$ cat src/hw/rtl/vgb_pkg.sv
// Shared constants and types for the visibility grid binner.
// No dependencies; imported by every module of the block.
package vgb_pkg;

	localparam int GRID_SIZE  = 4096;
	localparam int BINS       = 16;
	localparam int SUPPORT    = 64;
	localparam int OVERSAMPLE = 8;
	localparam int W_PLANES   = 32;
	localparam int CHANNELS   = 4096;

	localparam int CHAN_W  = 12;
	localparam int COORD_W = 32;
	localparam int TAG_W   = 32;
	localparam int CFG_W   = 32;
	localparam int KIND_W  = 2;

	localparam int FRAC_BITS = 16;
	localparam int GRID_W    = $clog2(GRID_SIZE);
	localparam int BIN_W     = $clog2(BINS);
	localparam int OS_W      = $clog2(OVERSAMPLE);
	localparam int PLANE_W   = $clog2(W_PLANES);
	localparam int SPAN_W    = GRID_W + FRAC_BITS;
	localparam int REM_W     = SPAN_W - BIN_W;
	localparam int HALF_R    = (SUPPORT / 2) << FRAC_BITS;

	localparam int A_W   = 40;
	localparam int CS_W  = CHAN_W + CFG_W + 1;
	localparam int S_W   = 53;
	localparam int LANES = 3;

	localparam int QDEPTH = 8;
	localparam int QPTR_W = $clog2(QDEPTH);
	localparam int QCNT_W = QPTR_W + 1;

	localparam int CFG_IDX_W = 3;
	localparam logic [CFG_IDX_W-1:0] REG_MAP_GAIN     = CFG_IDX_W'(0);
	localparam logic [CFG_IDX_W-1:0] REG_UV_OFFSET    = CFG_IDX_W'(1);
	localparam logic [CFG_IDX_W-1:0] REG_W_SHIFT      = CFG_IDX_W'(2);
	localparam logic [CFG_IDX_W-1:0] REG_W_STEP_RECIP = CFG_IDX_W'(3);
	localparam logic [CFG_IDX_W-1:0] REG_CHAN_RATIO   = CFG_IDX_W'(4);

	localparam logic [CFG_W-1:0] RST_MAP_GAIN     = 32'd65536;
	localparam logic [CFG_W-1:0] RST_UV_OFFSET    = 32'd134217728;
	localparam logic [CFG_W-1:0] RST_W_SHIFT      = 32'd0;
	localparam logic [CFG_W-1:0] RST_W_STEP_RECIP = 32'd65536;
	localparam logic [CFG_W-1:0] RST_CHAN_RATIO   = 32'd0;

	localparam logic [KIND_W-1:0] KIND_HOME = 2'd0;
	localparam logic [KIND_W-1:0] KIND_U    = 2'd1;
	localparam logic [KIND_W-1:0] KIND_V    = 2'd2;
	localparam logic [KIND_W-1:0] KIND_DIAG = 2'd3;

	typedef struct packed {
		logic [CFG_W-1:0] map_gain;
		logic [CFG_W-1:0] uv_offset;
		logic [CFG_W-1:0] w_shift;
		logic [CFG_W-1:0] w_step_recip;
		logic [CFG_W-1:0] chan_ratio;
	} vgb_cfg_t;

	typedef struct packed {
		logic [BIN_W-1:0]   bin_x;
		logic [BIN_W-1:0]   nbin_x;
		logic               near_u;
		logic [BIN_W-1:0]   bin_y;
		logic [BIN_W-1:0]   nbin_y;
		logic               near_v;
		logic [GRID_W-1:0]  cell_u;
		logic [GRID_W-1:0]  cell_v;
		logic [PLANE_W-1:0] w_plane;
		logic [OS_W-1:0]    frac_u;
		logic [OS_W-1:0]    frac_v;
		logic [CHAN_W-1:0]  chan;
		logic [TAG_W-1:0]   tag;
	} vgb_entry_t;

	typedef struct packed {
		logic [BIN_W-1:0]   bin_x;
		logic [BIN_W-1:0]   bin_y;
		logic [GRID_W-1:0]  cell_u;
		logic [GRID_W-1:0]  cell_v;
		logic [PLANE_W-1:0] w_plane;
		logic [OS_W-1:0]    frac_u;
		logic [OS_W-1:0]    frac_v;
		logic [CHAN_W-1:0]  chan_out;
		logic [TAG_W-1:0]   tag_out;
		logic [KIND_W-1:0]  copy_kind;
		logic               last;
	} vgb_result_t;

endpackage

$ cat src/hw/rtl/vgb_back.sv
// Copy sequencer: emits home, neighbor and diagonal copies of each item.
// Depends on vgb_pkg; reads the head of vgb_queue, drives the output register.
module vgb_back (
	input  logic                 clk,
	input  logic                 arst_n,
	input  vgb_pkg::vgb_entry_t  head,
	input  logic                 not_empty,
	input  logic                 out_stall,
	output logic                 pop,
	output logic                 res_valid,
	output vgb_pkg::vgb_result_t res
);
	import vgb_pkg::*;

	logic [KIND_W-1:0] kind_q, kind_nxt;
	logic has_next;
	logic load;
	logic res_valid_q;
	vgb_result_t res_q;

	always_comb begin
		case (kind_q)
			KIND_HOME: begin
				has_next = head.near_u || head.near_v;
				kind_nxt = head.near_u ? KIND_U : KIND_V;
			end
			KIND_U: begin
				has_next = head.near_v;
				kind_nxt = KIND_V;
			end
			KIND_V: begin
				has_next = head.near_u;
				kind_nxt = KIND_DIAG;
			end
			default: begin
				has_next = 1'b0;
				kind_nxt = KIND_HOME;
			end
		endcase
	end

	assign load      = not_empty && (!res_valid_q || !out_stall);
	assign pop       = load && !has_next;
	assign res_valid = res_valid_q;
	assign res       = res_q;

	always_ff @(posedge clk or negedge arst_n) begin
		if (!arst_n) begin
			kind_q      <= KIND_HOME;
			res_valid_q <= 1'b0;
		end else begin
			if (load) begin
				kind_q      <= has_next ? kind_nxt : KIND_HOME;
				res_valid_q <= 1'b1;
			end else if (!out_stall) begin
				res_valid_q <= 1'b0;
			end
		end
	end

	always_ff @(posedge clk) begin
		if (load) begin
			res_q.bin_x     <= (kind_q == KIND_U || kind_q == KIND_DIAG) ? head.nbin_x : head.bin_x;
			res_q.bin_y     <= (kind_q == KIND_V || kind_q == KIND_DIAG) ? head.nbin_y : head.bin_y;
			res_q.cell_u    <= head.cell_u;
			res_q.cell_v    <= head.cell_v;
			res_q.w_plane   <= head.w_plane;
			res_q.frac_u    <= head.frac_u;
			res_q.frac_v    <= head.frac_v;
			res_q.chan_out  <= head.chan;
			res_q.tag_out   <= head.tag;
			res_q.copy_kind <= kind_q;
			res_q.last      <= !has_next;
		end
	end

endmodule

$ cat config.mk
export PLATFORM = sky130hd
export DESIGN_NAME = vgb_back
export DESIGN_NICKNAME = d
export VERILOG_FILES = /design/src/hw/rtl/vgb_pkg.sv /design/src/hw/rtl/vgb_back.sv
export SDC_FILE = /design/constraint.sdc
export NUM_CORES = 1
export LEC_CHECK = 0
export BUFFER_PORTS_ARGS = -buffer_cell sky130_fd_sc_hd__buf_2
export CAP_MARGIN = 20
export CORE_MARGIN = 2
export CORE_UTILIZATION = 38
export DETAILED_ROUTE_END_ITERATION = 16
export PLACE_DENSITY = 0.79
export SKIP_LAST_GASP = 1
export SLEW_MARGIN = 20
export SYNTH_ARGS = -nofsm -noshare
export SYNTH_HDL_FRONTEND = slang
export SYNTH_SLANG_ARGS = --single-unit
$ cat constraint.sdc
create_clock -name clk -period 3.15 [get_ports clk]
set_clock_uncertainty 0.2 [all_clocks]
set_input_delay 0.4725 -clock clk [delete_from_list [all_inputs] [get_ports clk]]
set_output_delay 0.4725 -clock clk [all_outputs]
set_load 0.01 [all_outputs]
==> flow_metrics.py <==
metrics = {
    "run_status": {
        "outcome": "finished clean",
    },
    "grt": {
        "antenna_found_initial": 0,
        "grt_usage_pct": 14.2,
        "grt_max_degree": 49,
        "grt_pass1_vias": 1867,
        "grt_pass1_wl_um": 9200,
        "gr-total-overflow": 0,
    },
    "die": {
        "io_pins": 193,
        "rows": 32,
        "fp.dieW_um": 93.6,
        "die_h_um": 93.6,
        "start_util_pct": 39.2,
        "core-area_um2": 7770,
        "dieArea_um2": 8750,
    },
    "cells_and_area": {
        "multiInputGateArea_um2": 263,
        "antenna_cells": 0,
        "fill_cells": 632,
        "final_nets": 435,
        "register_area_um2": 2780,
        "area_growth_pct": 43.8,
        "drive_above_1_share_pct": 65.0,
        "instances_no_fill": 436,
    },
    "yosys": {
        "synth_cell_type_count": 19,
        "yosysSeqAreaShare_pct": 91.1,
        "synth_top_area_cell": "edfxtp_1",
        "synth_fp_nets": 229,
        "syn_inst": 123,
        "avgSynthCellArea_um2": 24.8,
        "synth_common_cells": "90 x edfxtp_1, 5 x ha_1, 5 x mux2_1",
        "synth_ff_type": "edfxtp_1",
        "yosysWarningCount": 0,
        "synth.area.top_cells": "edfxtp_1 89%, dfrtp_1 2.5%, ha_1 2.1%",
        "synth_edf_count": 90,
        "syn_area_um2": 3050,
        "synth_most_common_cell": "edfxtp_1",
        "yosysTopAreaCellShare_pct": 88.7,
        "ys_async_sr_fraction_pct": 3.23,
        "ys_ff_latch": 93,
    },
    "clock_network": {
        "cts_tree": "yes",
        "cts-resized-gates": 0,
        "cts_buffers": 9,
        "clk_pin_slew_worst_paths_ns": 0.09,
        "cts_max_level": 3,
        "cts_setup_buffers": 0,
        "clock-sinks": 93,
        "cts-root-buf": "clkbuf_8",
        "clk-insertion-delay-late_ns": 0.34,
        "clock_path_buffers": 2,
    },
    "sta": {
        "tns_ns": 0,
        "post-route-period-util_pct": 82.3,
        "setup_viol": 0,
        "rsz0062_at_grt": "false",
        "min_period_ns": 2.59,
        "worst_slew_pin_slew_ns": 0.574,
        "finalMaxSlewViolations": 0,
        "max_freq_mhz": 386,
        "hold_violations": 0,
        "relSlewSlack_pct": 61.7,
    },
    "min_path": {
        "min_path_cells": 1,
        "hold_start": "head[50]",
        "holdPathEnd": "res[53]$_DFFE_PP_",
        "min_path_type": "primary input to flip-flop",
    },
    "worst_setup_path": {
        "reg2reg_from": "kind_q[0]$_DFFE_PN0P_",
        "worstPathRequired_ns": 2.48,
        "r2r-end": "res[84]$_DFFE_PP_",
        "crit_path_end_kind": "primary output",
        "ff2ff_path_depth": 4,
        "critPathKind": "flip-flop to primary output",
        "crit_path_max_fanout": 10,
        "reg2reg_slack_ns": 1.20,
        "cp.arrival_ns": 1.92,
        "crit_path_start_kind": "flip-flop",
    },
    "route": {
        "via_per_inst": 4.34,
        "wl_per_cell_um": 14.8,
        "wl_met3_um": 610,
        "vias": 1891,
        "drc": 0,
        "dr.pass1.iters": 4,
        "dr_wl_met2_um": 3280,
        "ant_nets": 0,
        "top_layer_used": "met4",
        "drt_iter0_drc": 49,
        "met1Wirelength_um": 2500,
        "wirelength_um": 6450,
    },
    "placement": {
        "portBuffers": 192,
        "hpwl_um": 4910,
        "gp_congestion": 0.698,
        "dpl.cell_count": 419,
    },
    "pwr": {
        "vdd_drop_max_uv": 276,
        "p_per_area_nw_per_um2": 630,
        "p_leak_nw": 1.91,
    },
    "job": {
        "maxCapViolations": 0,
    },
}
## placed cells by master, fill, tap and decap left out
| master | instances |
|---|---|
| ha_1 | 5 |
| o21ai_1 | 1 |
| and2_4 | 1 |
| buf_4 | 2 |
| dlygate4sd3_1 | 1 |
| o211ai_1 | 1 |
| inv_1 | 2 |
| mux2_1 | 5 |
| a22oi_1 | 1 |
| o21ai_0 | 1 |
| edfxtp_1 | 90 |
| nand2_1 | 1 |
| clkbuf_8 | 9 |
| o22ai_1 | 2 |
| inv_8 | 1 |
| bufinv_16 | 2 |
| clkinv_2 | 2 |
| dfrtp_1 | 3 |
| and2b_1 | 1 |
| a21o_1 | 2 |
| clkinv_4 | 2 |
| buf_2 | 192 |
| nor2_1 | 1 |
| a21o_2 | 1 |
| a21boi_4 | 1 |
| mux2_2 | 3 |
| nor2_2 | 1 |
## registers in the layout, indices dropped and copies added (netlist names)
name / count
kind_q: 2
res_valid: 1
res: 90
## worst max path at each step
| stage | cells past startpoint | slack (ns) | start | to |
|---|---|---|---|---|
| finish | 6 | 0.56 | kind_q[0]$_DFFE_PN0P_ | pop |
| global route | 6 | 0.45 | kind_q[0]$_DFFE_PN0P_ | pop |
| CTS | 6 | 0.53 | kind_q[0]$_DFFE_PN0P_ | pop |
| detailed placement | 6 | 0.92 | kind_q[0]$_DFFE_PN0P_ | pop |
| global placement | 6 | 0.99 | kind_q[0]$_DFFE_PN0P_ | pop |
| floorplan | 2 | 0.03 | res_valid$_DFFE_PN0P_ | pop |
## critical path, cell delays in order, from the launching register on
cell	delay, ns
dfrtp_1	0.56
inv_1	0.15
ha_1	0.25
a22oi_1	0.19
a21o_2	0.18
and2_4	0.13
buf_2	0.11
## per-stage QoR
stage	cell area, um^2	power (W)	hold WS (ns)	utilization, %	worst slack, ns
after floorplan	3050	0.00175	-0.0231	-	0.0273
after global placement	4150	0.00191	0.0738	53.4	0.990
after detailed placement	4150	0.00194	0.0795	53.4	0.922
after CTS	4380	0.00280	0.0683	56.4	0.531
after global routing	4380	0.00289	0.0549	56.4	0.454
final	4380	0.00276	0.0946	56.4	0.557
## what timing repair did
| item | CTS | global route |
|---|---|---|
| hold endpoints to repair | 3 | 0 |
| hold buffers | 1 | 0 |
| endpoints found under the setup margin | 0 | 0 |
## area by class of cell
cell class | count | area share [%]
clock buffer | 9 | 2.83
clock inverter | 7 | 2.25
inverter | 2 | 0.171
multi-input combinational | 28 | 5.99
sequential | 93 | 63.4
tap | 102 | 2.91
timing repair buffer | 195 | 22.5
## per-layer routing
layer	vias up	GRT usage, %
met4	0	4.35
li1	898	-
met2	112	24.8
met1	874	15.6
met3	7	6.20
met5	-	0
## kinds of logic after synthesis
kind of cell               Yosys count  synth area share (%)
AOI/OAI and AO/OA                   10                  2.63
adders and majority gates            5                  2.05
buffers and inverters                2                 0.246
DFF                                 93                  91.1
muxes                                8                  2.96
and+or+nand+nor                      5                 0.985
## report_power, final
group | leakage [nW] | switching [W] | internal (W)
clock network | 0.115 | 0.000406 | 0.000452
registers | 0.894 | 0.0000460 | 0.00148
logic | 0.896 | 0.000198 | 0.000185
Power figures use the tool's default switching activity.
