$ cat src/hw/rtl/vgb_pkg.sv
// Shared constants and types for the visibility grid binner.
// No dependencies; imported by every module of the block.
package vgb_pkg;

	localparam int GRID_SIZE  = 4096;
	localparam int BINS       = 16;
	localparam int SUPPORT    = 64;
	localparam int OVERSAMPLE = 8;
	localparam int W_PLANES   = 32;
	localparam int CHANNELS   = 4096;

	localparam int CHAN_W  = 12;
	localparam int COORD_W = 32;
	localparam int TAG_W   = 32;
	localparam int CFG_W   = 32;
	localparam int KIND_W  = 2;

	localparam int FRAC_BITS = 16;
	localparam int GRID_W    = $clog2(GRID_SIZE);
	localparam int BIN_W     = $clog2(BINS);
	localparam int OS_W      = $clog2(OVERSAMPLE);
	localparam int PLANE_W   = $clog2(W_PLANES);
	localparam int SPAN_W    = GRID_W + FRAC_BITS;
	localparam int REM_W     = SPAN_W - BIN_W;
	localparam int HALF_R    = (SUPPORT / 2) << FRAC_BITS;

	localparam int A_W   = 40;
	localparam int CS_W  = CHAN_W + CFG_W + 1;
	localparam int S_W   = 53;
	localparam int LANES = 3;

	localparam int QDEPTH = 8;
	localparam int QPTR_W = $clog2(QDEPTH);
	localparam int QCNT_W = QPTR_W + 1;

	localparam int CFG_IDX_W = 3;
	localparam logic [CFG_IDX_W-1:0] REG_MAP_GAIN     = CFG_IDX_W'(0);
	localparam logic [CFG_IDX_W-1:0] REG_UV_OFFSET    = CFG_IDX_W'(1);
	localparam logic [CFG_IDX_W-1:0] REG_W_SHIFT      = CFG_IDX_W'(2);
	localparam logic [CFG_IDX_W-1:0] REG_W_STEP_RECIP = CFG_IDX_W'(3);
	localparam logic [CFG_IDX_W-1:0] REG_CHAN_RATIO   = CFG_IDX_W'(4);

	localparam logic [CFG_W-1:0] RST_MAP_GAIN     = 32'd65536;
	localparam logic [CFG_W-1:0] RST_UV_OFFSET    = 32'd134217728;
	localparam logic [CFG_W-1:0] RST_W_SHIFT      = 32'd0;
	localparam logic [CFG_W-1:0] RST_W_STEP_RECIP = 32'd65536;
	localparam logic [CFG_W-1:0] RST_CHAN_RATIO   = 32'd0;

	localparam logic [KIND_W-1:0] KIND_HOME = 2'd0;
	localparam logic [KIND_W-1:0] KIND_U    = 2'd1;
	localparam logic [KIND_W-1:0] KIND_V    = 2'd2;
	localparam logic [KIND_W-1:0] KIND_DIAG = 2'd3;

	typedef struct packed {
		logic [CFG_W-1:0] map_gain;
		logic [CFG_W-1:0] uv_offset;
		logic [CFG_W-1:0] w_shift;
		logic [CFG_W-1:0] w_step_recip;
		logic [CFG_W-1:0] chan_ratio;
	} vgb_cfg_t;

	typedef struct packed {
		logic [BIN_W-1:0]   bin_x;
		logic [BIN_W-1:0]   nbin_x;
		logic               near_u;
		logic [BIN_W-1:0]   bin_y;
		logic [BIN_W-1:0]   nbin_y;
		logic               near_v;
		logic [GRID_W-1:0]  cell_u;
		logic [GRID_W-1:0]  cell_v;
		logic [PLANE_W-1:0] w_plane;
		logic [OS_W-1:0]    frac_u;
		logic [OS_W-1:0]    frac_v;
		logic [CHAN_W-1:0]  chan;
		logic [TAG_W-1:0]   tag;
	} vgb_entry_t;

	typedef struct packed {
		logic [BIN_W-1:0]   bin_x;
		logic [BIN_W-1:0]   bin_y;
		logic [GRID_W-1:0]  cell_u;
		logic [GRID_W-1:0]  cell_v;
		logic [PLANE_W-1:0] w_plane;
		logic [OS_W-1:0]    frac_u;
		logic [OS_W-1:0]    frac_v;
		logic [CHAN_W-1:0]  chan_out;
		logic [TAG_W-1:0]   tag_out;
		logic [KIND_W-1:0]  copy_kind;
		logic               last;
	} vgb_result_t;

endpackage

$ cat src/hw/rtl/vgb_queue.sv
// Short register queue between the front pipeline and the copy sequencer.
// Depends on vgb_pkg for the entry type and depth.
module vgb_queue (
	input  logic                clk,
	input  logic                arst_n,
	input  logic                push,
	input  vgb_pkg::vgb_entry_t push_data,
	input  logic                pop,
	output vgb_pkg::vgb_entry_t head,
	output logic                not_empty
);
	import vgb_pkg::*;

	vgb_entry_t mem_q [QDEPTH];
	logic [QPTR_W-1:0] wr_ptr_q, rd_ptr_q;
	logic [QCNT_W-1:0] count_q;

	assign head      = mem_q[rd_ptr_q];
	assign not_empty = (count_q != '0);

	always_ff @(posedge clk) begin
		if (push) begin
			mem_q[wr_ptr_q] <= push_data;
		end
	end

	always_ff @(posedge clk or negedge arst_n) begin
		if (!arst_n) begin
			wr_ptr_q <= '0;
			rd_ptr_q <= '0;
			count_q  <= '0;
		end else begin
			if (push) begin
				wr_ptr_q <= wr_ptr_q + QPTR_W'(1);
			end
			if (pop) begin
				rd_ptr_q <= rd_ptr_q + QPTR_W'(1);
			end
			case ({push, pop})
				2'b10:   count_q <= count_q + QCNT_W'(1);
				2'b01:   count_q <= count_q - QCNT_W'(1);
				default: count_q <= count_q;
			endcase
		end
	end

endmodule

$ cat config.mk
export PLATFORM = sky130hd
export DESIGN_NAME = vgb_queue
export DESIGN_NICKNAME = d
export VERILOG_FILES = /design/src/hw/rtl/vgb_pkg.sv /design/src/hw/rtl/vgb_queue.sv
export SDC_FILE = /design/constraint.sdc
export NUM_CORES = 1
export LEC_CHECK = 0
export BUFFER_PORTS_ARGS = -buffer_cell sky130_fd_sc_hd__clkbuf_2
export CORE_MARGIN = 2
export CORE_UTILIZATION = 55
export DETAILED_ROUTE_END_ITERATION = 8
export PLACE_DENSITY = 0.74
export SYNTH_ARGS = -nofsm -noshare
export SYNTH_HDL_FRONTEND = slang
export SYNTH_SLANG_ARGS = --single-unit
$ cat constraint.sdc
create_clock -name clk -period 9.72 [get_ports clk]
set_clock_uncertainty 0.2 [all_clocks]
set_input_delay 1.458 -clock clk [delete_from_list [all_inputs] [get_ports clk]]
set_output_delay 1.458 -clock clk [all_outputs]
set_load 0.01 [all_outputs]
==> impl_metrics.csv, run 1 <==
group,metric,value,unit
place,dp_hpwl,28500,microns
synth,ys_seq_area_frac,0.794,
synth,synth_top_family_by_area,"multiplexers",
min_path,hp-start,"count_q[3]",
global_routing,grt_max_degree,115,
layout,instances_no_fill,2169,
synth,ys_ff_latch,786,
setup_path,cp_data_arrival_time,3.68,ns
setup_path,crit_fanout,80,
power_and_ir_drop,pwr-share-seq,0.447,
status,status,"completed",
clocking,cts_setup_buffers,0,
sta,relSlewSlack,0.222,
min_path,hold_path.class,"reg2reg",
detailed_routing,drc,0,
sta,fin_ws,4.38,ns
synth,synth_cells,1175,
sta,finalSetupTns,0,ns
synth,synth-compound-area-share,0.000843,
place,gp_congestion,0.698,
synth,syn_area_per_cell,25.3,sq um
synth,synth-xor-area-share,0.00266,
setup_path,timing.rr.end,"mem_q[6][50]",
power_and_ir_drop,p_int,7320,uW
floorplanning,ios,199,
synth,mappedNetlistArea,29700,sq um
detailed_routing,avgRoutedWirePerCell,25.4,microns
floorplanning,die_w,236,microns
setup_path,cp_num_buf_inv,2,
clocking,clk_latency,0.60,ns
detailed_routing,postRouteAntennaNets,0,
detailed_routing,vias,12700,
sta,tightest_slew,1.17,ns
sta,period_share,0.549,
global_routing,grt.overflow.total,0,
detailed_routing,first_pass_iters,7,
setup_path,timing.reg2reg.setup_slack,6.48,ns
setup_path,slowest_stage,"dfrtp_4",
synth,synth_top_cell_by_area,"edfxtp_1",
global_routing,grt_pass1_wl,83400,microns
setup_path,ff2ff_path_depth,4,
floorplanning,dieArea,55800,sq um
clocking,ctsResizeCount,0,
clocking,htreeDepth,3,
synth,synth_edf_count,776,
synth,synthMuxAreaShare,0.185,
sta,hold_violations,0,
min_path,min_to,"count_q[3]",
setup_path,critPathMaxStageDelay,1.12,ns
sta,setup_viol,0,
clocking,cts_root_buf,"clkbuf_16",
global_routing,grt_util_all_layers,0.203,
power_and_ir_drop,powerDensity,301,nW/um^2
synth,yosys-top-cells-count,"edfxtp_1, mux4_2, mux2_2, buf_6, clkbuf_1",
synth,synth_ff_type,"edfxtp_1",
global_routing,antenna_found_initial,6,
layout,final_nets,1523,
setup_path,worstPathCellList,"buf_4 > mux4_2 > mux2_2 > clkbuf_2",
synth,synthAdderAreaFrac,0.00211,
sta,report.final.slew_viol_count,0,
synth,synth_cell_types,22,
synth,synth_area_leaders,"edfxtp_1, mux4_2, mux2_2, dfrtp_1, buf_6",
clocking,cts_sinks,786,
global_routing,grt_pass1_vias,13700,
floorplanning,core_area,53600,sq um
sta,fin_crit,5.34,ns
synth,synth_fp_nets,1281,
clocking,cts_hold_buf,0,
detailed_routing,wl,55200,microns
clocking,clkTransAtPathRegs,0.06,ns
power_and_ir_drop,power.share.clock,0.275,
floorplanning,start_util,0.554,
floorplanning,rows,85,
synth,yosysWarnings,0,
layout,drive_above_1_share,0.428,
power_and_ir_drop,peakVddDrop,312,uV
clocking,cts_buffer_depth,3,
setup_path,criticalPathCategory,"reg2out",
detailed_routing,viasPerCell,5.87,
place,post-place-cells,2035,
place,dpl_worst_slack,5.00,ns
synth,async_reset_ff_frac,0.0127,
power_and_ir_drop,pwr-share-comb,0.278,
power_and_ir_drop,p_leak,0.0110,uW
setup_path,reg2reg_from,"wr_ptr_q[0]",
setup_path,critPathRequiredTime,8.06,ns
min_path,min_path_cells,1,
synth,synth_top_area_share,0.785,
floorplanning,die_y,236,microns
synth,synth.most_common_cell,"edfxtp_1",
setup_path,cp-end-kind,"output port",
synth,yosys.area_share.simple,0.00346,
place,io_buffers,198,
clocking,cts_tree,"done",
layout,final_util,0.631,
power_and_ir_drop,p_sw,2860,uW
sta,fmax,187,MHz
setup_path,start_kind,"flop",
flow_run,drv_cap,0,
detailed_routing,drt-initial-drc-count,1170,
setup_path,cp_top_family,"flip-flops",
clocking,cts_made_buffers,76,
power_and_ir_drop,swShare,0.281,
sta,rsz0062_at_grt,"false",
layout,syn_to_final_growth,14.0,%
area by class of cell:
cell class	instances	area, sq um
clock inverter	36	269
tap	696	871
timing repair buffer	219	1160
sequential	786	23600
clock buffer	93	2110
fill	3580	19800
antenna	5	12.5
inverter	1	3.75
multi-input combinational	333	5820
metrics by stage:
step	instance area [sq um]	total power (uW)	hold slack (ns)
4_1_cts	33800	10300	0.275
3_3_place_gp	31400	7470	0.253
3_5_place_dp	31400	7520	0.258
2_1_floorplan	29700	6630	0.233
5_1_grt	33800	10700	0.309
6_report	33800	10200	0.274
logic make-up (layout without fill, tap and decap cells):
family | after synthesis | in the layout
buffers and inverters | 56 | 349
xor gates and xnor gates | 9 | 9
muxes | 294 | 294
other | 0 | 5
DFF | 786 | 786
AOI/OAI and AO/OA | 4 | 4
adders and majority gates | 5 | 5
and+or+nand+nor | 21 | 21
sequential cells by signal (all words and copies together) (netlist names):
| name | flops |
|---|---|
| count_q | 4 |
| wr_ptr_q | 3 |
| rd_ptr_q | 3 |
| mem_q | 776 |
worst max path at each step:
| stage | start | end | slack [ns] | cells after the start |
|---|---|---|---|---|
| floorplan | push | mem_q[0][0] | 0.74 | 2 |
| global placement | rd_ptr_q[1] | head[94] | 5.00 | 4 |
| detailed placement | rd_ptr_q[1] | head[94] | 5.00 | 4 |
| CTS | rd_ptr_q[1] | head[92] | 4.33 | 4 |
| global route | rd_ptr_q[0] | head[7] | 4.17 | 4 |
| finish | rd_ptr_q[1] | head[73] | 4.38 | 4 |
power by group through the flow:
stage	sequential [uW]	clock [uW]	combinational (uW)
floorplan	4470	0	2160
global placement	4600	0	2880
detailed placement	4630	0	2900
CTS	4560	2860	2910
global route	4600	3000	3050
finish	4550	2800	2830
routing by layer:
metal  global-route usage  vias to the layer above  routed length (microns)
met5                    0                        -                       13
met4               0.0687                        2                     1180
met3               0.0516                       72                     3650
met2                0.341                      350                    28700
met1                0.261                     6767                    21700
li1                     -                     5534                        -
placed cells by master, fill, tap and decap left out, types with 6 or more instances in the layout:
cell type  synthesis  layout
edfxtp_1         776     776
clkbuf_2           0     198
mux4_2           194     194
mux2_2           100     100
clkbuf_16          0      81
buf_4              0      20
clkinv_1           0      16
clkinv_2           0      13
clkbuf_1          17       8
dfrtp_1           10       7
xor2_1             6       6
nor2_4             0       6
Power figures use the tool's default switching activity.
==> run 2: changes to the inputs <==
Settings changed: ABC_AREA from default to 1, PLACE_DENSITY 0.74 to 0.73.
Clock period 9.72 ns to 5.1 ns, I/O delays scaled along.
==> impl_metrics.csv, run 2 <==
group,metric,value,unit
sta,relSlewSlack,0.235,
floorplanning,ios,199,
detailed_routing,first_pass_iters,5,
place,post-place-cells,3086,
sta,rsz0062_at_grt,"false",
sta,report.final.slew_viol_count,0,
synth,mappedNetlistArea,30600,sq um
clocking,cts_root_buf,"clkbuf_16",
global_routing,grt_util_all_layers,0.245,
detailed_routing,drc,0,
place,io_buffers,198,
layout,biggestRegsByFlops,"mem_q: 776 flops, count_q: 4 flops",
synth,synth.most_common_cell,"edfxtp_1",
layout,layout_commonest_cell,"edfxtp_1",
layout,instances_no_fill,3228,
detailed_routing,viasPerCell,5.85,
clocking,clk_latency,0.61,ns
layout,final_area,34400,sq um
setup_path,cp-end-kind,"output port",
setup_path,crit_fanout,184,
setup_path,worstPathCellList,"clkinv_8 > buf_4 > o21ai_0 > o22ai_1 > nand2_1 > nand2_1 > clkbuf_2",
clocking,htreeDepth,3,
status,status,"completed",
synth,synth_ff_type,"edfxtp_1",
synth,yosysWarnings,0,
detailed_routing,wl,70000,microns
sta,setup_viol,0,
setup_path,timing.rr.end,"mem_q[4][53]",
place,gp_congestion,0.741,
detailed_routing,vias,18900,
setup_path,cp-endpoint,"head[35]",
layout,fillers,4014,
place,place_area,32000,sq um
setup_path,critPathMaxStageDelay,0.76,ns
global_routing,grt.overflow.total,0,
setup_path,critPathRequiredTime,4.14,ns
layout,final_cell_mix,"edfxtp_1, nor2_1, nand2_1, o21ai_0, clkbuf_2",
sta,hold_violations,0,
global_routing,grt_max_degree,237,
synth,synth_area_leaders,"edfxtp_1, nor2_1, o21ai_0, o22ai_1, nand2_1",
floorplanning,die_y,240,microns
clocking,cts_made_buffers,77,
setup_path,timing.reg2reg.setup_slack,2.49,ns
synth,synth_edf_count,776,
setup_path,cp_data_arrival_time,3.44,ns
setup_path,cp_num_buf_inv,3,
sta,fmax,227,MHz
synth,yosys-top-cells-count,"edfxtp_1, nor2_1, nand2_1, o21ai_0, o22ai_1",
synth,synth_top_cell_by_area,"edfxtp_1",
flow_run,drv_cap,0,
global_routing,grt_pass1_vias,18800,
setup_path,cp.depth,7,
layout,final_nets,2524,
layout,drive_above_1_share,0.139,
setup_path,reg2reg_from,"wr_ptr_q[0]",
synth,synth_cell_types,23,
clocking,cts_sinks,786,
clocking,clkTransAtPathRegs,0.06,ns
setup_path,cpMostUsedCell,"nand2_1",
synth,synth_top_area_share,0.763,
power_and_ir_drop,peakVddDrop,776,uV
setup_path,startpoint,"rd_ptr_q[0]",
detailed_routing,postRouteAntennaNets,0,
place,dp_hpwl,33800,microns
floorplanning,rows,86,
sta,period_share,0.863,
setup_path,cp_top_family,"buffers and inverters",
setup_path,criticalPathCategory,"reg2out",
global_routing,antenna_found_initial,8,
synth,async_reset_ff_frac,0.0127,
clocking,cts_tree,"done",
setup_path,start_kind,"flop",
floorplanning,dieArea,57400,sq um
clocking,cts_buffer_depth,3,
synth,ys_seq_area_frac,0.771,
power_and_ir_drop,p_leak,0.0118,uW
synth,synth_cells,2263,
synth,synth_fp_nets,2369,
layout,syn_to_final_growth,12.6,%
setup_path,slowest_stage,"dfrtp_4",
power_and_ir_drop,powerDensity,588,nW/um^2
synth,ys_ff_latch,786,
sta,fin_crit,4.40,ns
layout,regMostFlops,"mem_q",
setup_path,ff2ff_path_depth,3,
floorplanning,die_w,240,microns
layout,final-seq-area,23600,sq um
min_path,hold_path.class,"in2reg",
floorplanning,core_area,55000,sq um
global_routing,grt_pass1_wl,106000,microns
detailed_routing,avgRoutedWirePerCell,21.7,microns
synth,syn_area_per_cell,13.5,sq um
layout,multi_input_area,6060,sq um
detailed_routing,drt-initial-drc-count,1957,
floorplanning,start_util,0.556,
layout,largest_reg_flops,776,
sta,tightest_slew,1.15,ns
run 2: cell types whose count changed in the layout (fill, tap and decap cells not counted), moves of 8 or more:
cell,change
o21ai_0,+244
nor2_1,+390
o21ai_1,+149
buf_4,-8
o22ai_1,+194
mux4_2,-194
buf_12,+12
nand2_1,+308
clkbuf_1,+8
mux2_2,-100
inv_1,+10
run 2: how the worst min path moves through the flow:
stage                        startpoint            to  slack, ns  depth (start not counted)
final                     push_data[43]  mem_q[5][43]       0.21                          1
after global routing      push_data[43]  mem_q[6][43]       0.20                          1
after CTS                 push_data[60]  mem_q[7][60]       0.17                          1
after detailed placement     count_q[3]    count_q[3]       0.32                          2
after global placement      wr_ptr_q[0]   wr_ptr_q[0]       0.32                          2
after floorplan                  arst_n    count_q[0]       0.27                          0
run 2: power by group:
| group | leakage (uW) | total (uW) | switching (uW) | internal, uW |
|---|---|---|---|---|
| logic | 0.00348 | 6670 | 4670 | 2010 |
| clock network | 0.00117 | 5400 | 2320 | 3080 |
| registers | 0.00717 | 8140 | 310 | 7830 |
| total | 0.0118 | 20200 | 7300 | 12900 |
run 2: cell families after synthesis:
family | Yosys count | share of synthesized area
AOI/OAI and AO/OA | 588 | 0.104
xor gates and xnor gates | 6 | 0.00172
adders and majority gates | 5 | 0.00205
buffers and inverters | 162 | 0.0328
DFF | 786 | 0.771
and+or+nand+nor | 716 | 0.0882
run 2: final cells by class:
| class | count | area share |
|---|---|---|
| clock inverters | 42 | 0.00979 |
| well taps | 748 | 0.0272 |
| clock buffers | 96 | 0.0600 |
| multi-input cells | 1315 | 0.176 |
| flip-flops and latches | 786 | 0.685 |
| inverters | 14 | 0.00211 |
| repair buffers | 224 | 0.0393 |
| diodes | 3 | 0.000218 |
run 2: metrics by stage:
step | worst slack [ns] | TNS (ns) | util | hold slack [ns] | power [uW]
2_1_floorplan | -0.836 | -324.21 | - | 0.269 | 12800
3_3_place_gp | 1.53 | 0 | 0.581 | 0.317 | 14700
3_5_place_dp | 1.50 | 0 | 0.581 | 0.319 | 14900
4_1_cts | 0.807 | 0 | 0.625 | 0.175 | 20300
5_1_grt | 0.581 | 0 | 0.625 | 0.203 | 21300
6_report | 0.699 | 0 | 0.625 | 0.209 | 20200
run 2: routing by layer:
layer  vias to the layer above  GRT usage  wire, microns
met2                       711      0.403          34300
met3                       121     0.0529           5650
met5                         -          0             72
met1                      9392      0.322          28300
met4                        10     0.0884           1650
li1                       8645          -              -
run 2: what timing repair did:
item,4_1_cts,5_1_grt
buffers inserted,0,0
hold buffers,1,0
hold endpoints to repair,10,0
gates resized for setup,0,0
==> run 3: changes to the inputs <==
Settings changed: MAX_ROUTING_LAYER from default to met4.
Clock period 5.1 ns to 5.52 ns, I/O delays scaled along.
==> impl_metrics.csv, run 3 (synthesis results as in run 2) <==
group,metric,value,unit
detailed_routing,met2WireLength,33200,microns
sta,setup_viol,0,
detailed_routing,postRouteAntennaNets,0,
sta,fmax,211,MHz
global_routing,antenna_found_initial,7,
sta,fin_ws,0.770,ns
detailed_routing,viasPerCell,5.82,
detailed_routing,vias,18900,
floorplanning,core_area,55000,sq um
setup_path,critPathRequiredTime,4.49,ns
global_routing,grt.overflow.total,0,
detailed_routing,drc,0,
layout,instances_no_fill,3238,
detailed_routing,m1WireLength,28200,microns
setup_path,cp_data_arrival_time,3.72,ns
clocking,clkTransAtPathRegs,0.06,ns
place,post-place-cells,3087,
layout,final-seq-area,23600,sq um
sta,period_share,0.861,
floorplanning,rows,86,
setup_path,criticalPathCategory,"reg2out",
status,status,"completed",
place,dp_hpwl,33300,microns
detailed_routing,first_pass_iters,5,
place,io_buffers,198,
clocking,cts_tree,"done",
sta,fin_crit,4.75,ns
sta,hold_violations,0,
power_and_ir_drop,finalPower,18700,uW
clocking,cts_setup_buffers,0,
place,gp_congestion,0.765,
setup_path,cp-end-kind,"output port",
setup_path,crit_fanout,161,
global_routing,grt_pass1_vias,18400,
min_path,hold_path.class,"in2reg",
layout,biggestRegsByFlops,"mem_q: 776 flops, count_q: 4 flops",
clocking,cts_made_buffers,79,
global_routing,grt_max_degree,233,
global_routing,grt_pass1_wl,104000,microns
sta,relSlewSlack,0.192,
layout,final_nets,2527,
floorplanning,die_y,240,microns
power_and_ir_drop,p_leak,0.0118,uW
layout,largest_reg_flops,776,
sta,finalSetupTns,0,ns
floorplanning,ios,199,
layout,final_cell_mix,"edfxtp_1, nor2_1, nand2_1, o21ai_0, clkbuf_2",
clocking,cts_root_buf,"clkbuf_16",
floorplanning,start_util,0.556,
clocking,cts_sinks,786,
setup_path,start_kind,"flop",
detailed_routing,wl,68500,microns
global_routing,grt_util_all_layers,0.247,
layout,multi_input_area,6060,sq um
layout,drive_above_1_share,0.136,
detailed_routing,drt-initial-drc-count,2246,
detailed_routing,wl_met3,5260,microns
sta,tightest_slew,1.21,ns
clocking,htreeDepth,3,
clocking,clk_latency,0.61,ns
sta,rsz0062_at_grt,"false",
detailed_routing,avgRoutedWirePerCell,21.1,microns
flow_run,drv_cap,0,
detailed_routing,topRoutingLayerUsed,"met4",
layout,layout_commonest_cell,"edfxtp_1",
layout,fillers,3995,
power_and_ir_drop,peakVddDrop,372,uV
sta,report.final.slew_viol_count,0,
power_and_ir_drop,powerDensity,544,nW/um^2
place,dpl_worst_slack,1.52,ns
clocking,cts_buffer_depth,3,
floorplanning,die_w,240,microns
floorplanning,dieArea,57400,sq um
layout,syn_to_final_growth,12.6,%
layout,regMostFlops,"mem_q",
## run 3: worst paths after layout
path,startpoint,end,slack [ns],cells after the start
worst max-delay path,rd_ptr_q[0],head[81],0.77,7
worst min-delay path,push_data[27],mem_q[5][27],0.28,1
worst max register to register,wr_ptr_q[0],mem_q[6][51],2.85,3
worst min register to register,count_q[3],count_q[3],0.34,2
max in group asynchronous,arst_n,rd_ptr_q[0],4.44,2
min in group asynchronous,arst_n,count_q[0],0.44,2
## run 3: power breakdown
part	switching (uW)	total, uW	leakage [uW]	internal [uW]
Combinational	4200	6030	0.00347	1830
Clock	2110	5050	0.00119	2940
Sequential	377	7610	0.00717	7240
## run 3: per-stage QoR
| step | util | cell area, sq um | hold slack, ns |
|---|---|---|---|
| global placement | 0.580 | 31900 | 0.307 |
| CTS | 0.625 | 34400 | 0.252 |
| global route | 0.625 | 34400 | 0.271 |
| floorplan | - | 30600 | 0.288 |
| detailed placement | 0.580 | 31900 | 0.325 |
| finish | 0.625 | 34400 | 0.282 |
## run 3: timing repair
action                                 4_1_cts  5_1_grt
gates resized for setup                      0        0
endpoints found under the hold margin       10        0
hold buffers                                 1        0
## run 3: layout make-up
class / count / share of cell area
timing repair buffer: 225 / 0.0373
clock inverter: 37 / 0.00862
antenna: 8 / 0.000582
multi-input combinational: 1315 / 0.176
tap: 748 / 0.0272
inverter: 14 / 0.00211
clock buffer: 105 / 0.0628
sequential: 786 / 0.685
## run 3: critical path, stage by stage, from the launching register on
cell and delay [ns]:
dfrtp_4 0.96, clkinv_8 0.67, buf_12 0.49, o21ai_1 0.26, o22ai_1 0.10, nand2_1 0.06, nand2_1 0.09, clkbuf_2 0.14
## run 3: layer usage
metal | up-vias | track usage
li1 | 8639 | -
met1 | 9370 | 0.327
met2 | 718 | 0.386
met3 | 129 | 0.0456
met4 | 0 | 0.0928
met5 | - | -
